`src/rtl/core/gott_pkg.sv`:
```
// Shared types, constants and codes of the gated object track table.
// No dependencies.
`default_nettype none

package gott_pkg;

    localparam int TABLE_DEPTH_DEF = 32;
    localparam int MAX_RESULTS     = 32;
    localparam int NRES_W          = $clog2(MAX_RESULTS + 1);

    localparam logic [2:0] STS_UPDATED  = 3'd0;
    localparam logic [2:0] STS_INSERTED = 3'd1;
    localparam logic [2:0] STS_DROPPED  = 3'd2;
    localparam logic [2:0] STS_MATCH    = 3'd3;
    localparam logic [2:0] STS_NONE     = 3'd4;

    localparam logic OP_UPDATE = 1'b0;
    localparam logic OP_QUERY  = 1'b1;

    localparam logic [2:0]  GATE_ADDR  = 3'h0;
    localparam logic [18:0] GATE_RESET = 19'd512;

    // floor(u/5) = (u * ceil(2^25/5)) >> 25 for u < 2^23
    localparam logic [22:0] BLEND_MUL   = 23'd6710887;
    localparam int          BLEND_SHIFT = 25;
    localparam logic signed [23:0] BLEND_OFS = 24'sd2621440;
    localparam logic [20:0] BLEND_BIAS  = 21'd524288;

    typedef struct packed {
        logic               op;
        logic [7:0]         obj_cls;
        logic signed [19:0] pos_x;
        logic signed [19:0] pos_y;
        logic signed [19:0] pos_z;
    } t_in_item;

    typedef struct packed {
        logic [2:0]         status;
        logic [4:0]         entry_index;
        logic [7:0]         entry_class;
        logic signed [19:0] out_x;
        logic signed [19:0] out_y;
        logic signed [19:0] out_z;
        logic               last;
    } t_out_item;

    typedef struct packed {
        logic [7:0]         cls;
        logic signed [19:0] x;
        logic signed [19:0] y;
        logic signed [19:0] z;
    } t_entry;

    typedef struct packed {
        logic load;
        logic next;
        logic diff;
        logic sq;
        logic blend;
        logic upd;
        logic ins;
        logic drop;
        logic pend;
        logic flush;
    } t_cmd;

    typedef struct packed {
        logic is_query;
        logic at_end;
        logic class_eq;
        logic in_gate;
        logic full;
        logic res_full;
    } t_stat;

    typedef enum logic [2:0] {
        S_IDLE,
        S_SCAN,
        S_RD,
        S_SQ,
        S_CMP,
        S_WR
    } t_state;

endpackage

`default_nettype wire

```
`src/rtl/core/gott_ctrl.sv`:
```
// Controller: sequences the table scan, distance check, blend and result emission.
// Depends on gott_pkg.
`default_nettype none

module gott_ctrl (
    input  wire logic            i_clk,
    input  wire logic            i_rst_n,
    input  wire logic            i_start,
    input  wire gott_pkg::t_stat i_stat,
    output gott_pkg::t_cmd       o_cmd,
    output logic                 o_busy
);
    import gott_pkg::*;

    t_state r_state;
    t_state n_state;

    always_ff @(posedge i_clk) begin
        if (!i_rst_n) begin
            r_state <= S_IDLE;
        end else begin
            r_state <= n_state;
        end
    end

    always_comb begin
        n_state = r_state;
        unique case (r_state)
            S_IDLE: begin
                if (i_start) begin
                    n_state = S_SCAN;
                end
            end
            S_SCAN: begin
                if (i_stat.at_end || (i_stat.is_query && i_stat.res_full)) begin
                    n_state = S_IDLE;
                end else begin
                    n_state = S_RD;
                end
            end
            S_RD: begin
                if (!i_stat.is_query && i_stat.class_eq) begin
                    n_state = S_SQ;
                end else begin
                    n_state = S_SCAN;
                end
            end
            S_SQ:  n_state = S_CMP;
            S_CMP: n_state = i_stat.in_gate ? S_WR : S_SCAN;
            S_WR:  n_state = S_IDLE;
            default: n_state = S_IDLE;
        endcase
    end

    always_comb begin
        o_cmd = '0;
        unique case (r_state)
            S_IDLE: o_cmd.load = i_start;
            S_SCAN: begin
                if (i_stat.is_query) begin
                    o_cmd.flush = i_stat.at_end || i_stat.res_full;
                end else if (i_stat.at_end) begin
                    o_cmd.drop = i_stat.full;
                    o_cmd.ins  = !i_stat.full;
                end
            end
            S_RD: begin
                if (i_stat.is_query) begin
                    o_cmd.pend = i_stat.class_eq;
                    o_cmd.next = 1'b1;
                end else begin
                    o_cmd.diff = i_stat.class_eq;
                    o_cmd.next = !i_stat.class_eq;
                end
            end
            S_SQ: o_cmd.sq = 1'b1;
            S_CMP: begin
                o_cmd.blend = i_stat.in_gate;
                o_cmd.next  = !i_stat.in_gate;
            end
            S_WR: o_cmd.upd = 1'b1;
            default: o_cmd = '0;
        endcase
    end

    assign o_busy = (r_state != S_IDLE);

endmodule

`default_nettype wire

```
`config.mk`:
```
export PLATFORM = sky130hd
export DESIGN_NAME = gott_ctrl
export DESIGN_NICKNAME = d
export VERILOG_FILES = /design/src/rtl/core/gott_pkg.sv /design/src/rtl/core/gott_ctrl.sv
export SDC_FILE = /design/constraint.sdc
export NUM_CORES = 1
export LEC_CHECK = 0
export ABC_AREA = 0
export BUFFER_PORTS_ARGS = -buffer_cell sky130_fd_sc_hd__buf_4
export CORE_AREA = 2 2 39 41
export DETAILED_ROUTE_END_ITERATION = 10
export DIE_AREA = 0 0 41 43
export PLACE_DENSITY = 0.44
export SLEW_MARGIN = 20
export SYNTH_ARGS = -nofsm -noshare
export SYNTH_HDL_FRONTEND = slang
export SYNTH_SLANG_ARGS = --single-unit
```
`constraint.sdc`:
```
create_clock -name i_clk -period 3.6 [get_ports i_clk]
set_input_delay 0.54 -clock i_clk [delete_from_list [all_inputs] [get_ports i_clk]]
set_output_delay 0.54 -clock i_clk [all_outputs]
set_load 0.03 [all_outputs]
```
# --- After elaboration in Yosys (flattened, before gate mapping) ---
# Index checks and enable logic that the tools add are counted.
op_classes:
  eq_ne: 6
  n_reduce_logical: 10
  mux: 20
op_table:
  columns: ["cell", "count"]
  rows:
  - ["$pmux W3 S5", 1]
  - ["$mux W1", 11]
  - ["$mux W2", 5]
  - ["$eq A3 B2 Y1 const B", 2]
  - ["$eq A3 B3 Y1 const B", 2]
  - ["$mux W3", 2]
  - ["$logic_not A1 Y1", 4]
  - ["$eq A3 B1 Y1 const B", 1]
  - ["$logic_not A3 Y1", 1]
  - ["$reduce_bool A3 Y1", 1]
  - ["$logic_and A1 B1 Y1", 2]
  - ["$logic_or A1 B1 Y1", 2]
  - ["$ne A2 B2 Y1 const B", 1]
  - ["$pmux W1 S2", 1]
totals:
  reg_bits: 3
  output_inout_bits: 11
  input_bits: 9

# --- Logic depth before layout (Yosys ltp) ---
logic_depth:
  ltp_word: 4
  depth_mapped: 4
  mapped_depth_nobuf: 3

# --- Worst setup path before layout ---
# No wires, ideal clock.
synth_timing:
  path_kind: "register to output"
  start: "register r_state[0]"
  end: "output port o_cmd[0] in the netlist's numbering"
  arrival_ns: 1.410
  stages_incl_launch_ff: 4
  n_path_buf: 1
  slack_ns: 1.650
  required_time_ns: 3.060
  cell_sequence: "dfxtp_1 buf_6 nor3b_2 nor3b_1"
synth_lines:
  columns: ["item", "line_no", "source"]
  rows:
  - ["from (decl)", "gott_ctrl.sv:15", "t_state r_state;"]
  - ["from (signal assigned)", "gott_ctrl.sv:22", "r_state <= n_state;"]
  - ["to (decl)", "gott_ctrl.sv:10", "output gott_pkg::t_cmd o_cmd,"]

==> flow_summary.yaml <==
clocking:
  cts_setup_buffers: 0
  cts_sinks: 3
  clockBufferDepth: 2
  cts.repair.resized: 0
  h-tree-depth: 1
  cts_root_buffer: "clkbuf_4"
  worstSkewPairLatency_ns: 0.24
  clkTransAtPathRegs_ns: 0.04
  cts_tree: "built"
  ctsHoldBuffers: 0
  cts_made_buffers: 3
critical_path:
  cp_max_fo: 10
  cp-end-kind: "output pin"
  critPathBufInv: 1
  startpoint_type: "flip-flop"
  rr_startpoint: "r_state[1]$_SDFFE_PN0P_"
  worstPathArrival_ns: 1.43
  path_cells: "nor3b_2 > and4bb_2 > buf_4"
  startpoint: "r_state[0]$_SDFFE_PN0P_"
  critical_path_class: "reg2out"
  slowest_stage: "dfxtp_1"
  cp.required_ns: 3.06
  slowest_delay_ns: 0.46
  crit_family: "simple AND/OR/NAND/NOR gates"
floorplanning:
  ios: 20
  die_w_um: 41
  die_height_um: 43
  placementRows: 14
  coreArea_um2: 1380
  die_area_um2: 1760
  start_util: 0.192
sta:
  setup_viol: 0
  rsz0062_at_grt: "false"
  slew_viol_final: 0
  maxSlewHeadroom: 0.820
  period_needed_ns: 1.97
  worst_slew_pin_slew_ns: 0.269
  whs_ns: 0.530
  max_freq_mhz: 507
  min_period_over_period: 0.548
  skew_ns: 0.00241
  worst_slack_ns: 1.63
  hold_viol_final: 0
  finalSetupTns_ns: 0
routing:
  viasPerCell: 4.40
  via_count: 317
  wire_per_inst_um: 9.96
  finalWirelength_um: 717
  drc: 0
  drtIter0Drc: 1
  ant_nets: 0
  dr.pass1.iters: 2
power:
  power_density_nw_per_um2: 302
  vdd_drop_max_uv: 146
  p_leak_nw: 0.223
synth:
  synth_seq_cells: 3
  synth-xor-area-share: 0
  synth_compound_area_frac: 0.132
  seq_area_frac_synth: 0.226
  ys_types: 21
  synth_area_per_cell_um2: 7.80
  syn-cell-area_um2: 265
  netlist_instances: 34
  synth_top_family_by_area: "simple AND/OR/NAND/NOR gates"
  yosysTopAreaCellShare: 0.226
  synthAdderAreaFrac: 0
  yosys.area_share.simple: 0.557
  netlist.top_cell.by_area: "dfxtp_1"
  muxShareOfSynthArea: 0
  syn-num-nets: 43
  synthTopCellsByArea: "dfxtp_1 (23%), and4bb_2 (9.4%), and2_1 (7.1%)"
  yosys_warnings: 0
placement:
  routabilityCongestion: 0.600
  placed_area_um2: 417
  port_buffers: 19
  dp_slack_ns: 1.78
global_routing:
  grt.overflow.total: 0
  grt_pass1_vias: 256
  grt_use_total: 0.0962
  grt_max_degree: 11
  grt_pass1_wl_um: 1090
  antenna_found_initial: 0
cells_and_area:
  largest_reg_flops: 3
  area_growth_pct: 67.0
  diodes: 0
  layout_commonest_cell: "buf_4"
  fin_area_um2: 443
  nFillCells: 159
  final_net_count: 66
  reg.largest.list: "r_state (3)"
  top_register: "r_state"
  drive_above_1_share: 0.464
  final_util: 0.320
  final_cell_mix: "buf_4 (19), nor2_1 (4)"
run:
  drv_cap: 0
worst_hold_path:
  hp-start: "r_state[0]$_SDFFE_PN0P_"
  min_path_type: "reg2reg"
status:
  status: "finished clean"
[power by group]
group | switching [mW] | internal [mW]
sequential | 0.00311 | 0.0349
combinational | 0.0179 | 0.0164
clock | 0.0196 | 0.0417
[final timing paths]
path / slack [ns] / cells past startpoint / endpoint
hold reg to reg: 0.53 / 1 / r_state[0]$_SDFFE_PN0P_
hold / removal: 0.53 / 1 / r_state[0]$_SDFFE_PN0P_
setup / recovery: 1.63 / 3 / o_cmd[3]
setup reg to reg: 2.40 / 3 / r_state[0]$_SDFFE_PN0P_
[kinds of logic after synthesis]
kind of cell           Yosys count
and+or+nand+nor                 21
DFF                              3
buffers and inverters            4
AOI/OAI and AO/OA                6
[final cells by class]
class / instances / area (um^2) / share of cell area
multi-input combinational: 27 / 183 / 0.412
tap: 16 / 20.0 / 0.0452
sequential: 3 / 60.1 / 0.136
inverter: 3 / 11.3 / 0.0254
clock buffer: 4 / 26.3 / 0.0593
timing repair buffer: 19 / 143 / 0.322
[Yosys cell counts]
library cell  instances
a21oi_1               2
a22oi_1               1
and2_1                3
and3b_1               1
and4_1                1
and4bb_2              2
buf_6                 1
dfxtp_1               3
inv_1                 3
nand2_1               2
nand3_2               1
nor2_1                4
nor2b_1               1
nor3_1                1
nor3b_1               1
nor3b_2               1
o21a_1                1
o21ai_0               2
or3_1                 1
or3b_1                1
or4_1                 1
[worst reg2reg max path, delay by kind of cell (launching register included)]
kind / cells / cell delay (ns)
DFF: 1 / 0.37
and+or+nand+nor: 3 / 0.70
[per-layer routing]
metal / up-vias / part of all wire / wire [um] / GRT usage
met5: - / 0 / 0 / 0
met4: 0 / 0 / 0 / 0.0600
met3: 0 / 0.084 / 60 / 0.0628
met2: 13 / 0.46 / 333 / 0.131
met1: 137 / 0.45 / 324 / 0.105
li1: 167 / - / - / -
[through the flow]
step | power (mW) | cells
global route | 0.145 | 72
global placement | 0.0733 | 68
detailed placement | 0.0732 | 68
finish | 0.134 | 72
floorplan | 0.0588 | 34
CTS | 0.139 | 72
Power figures use the tool's default switching activity.
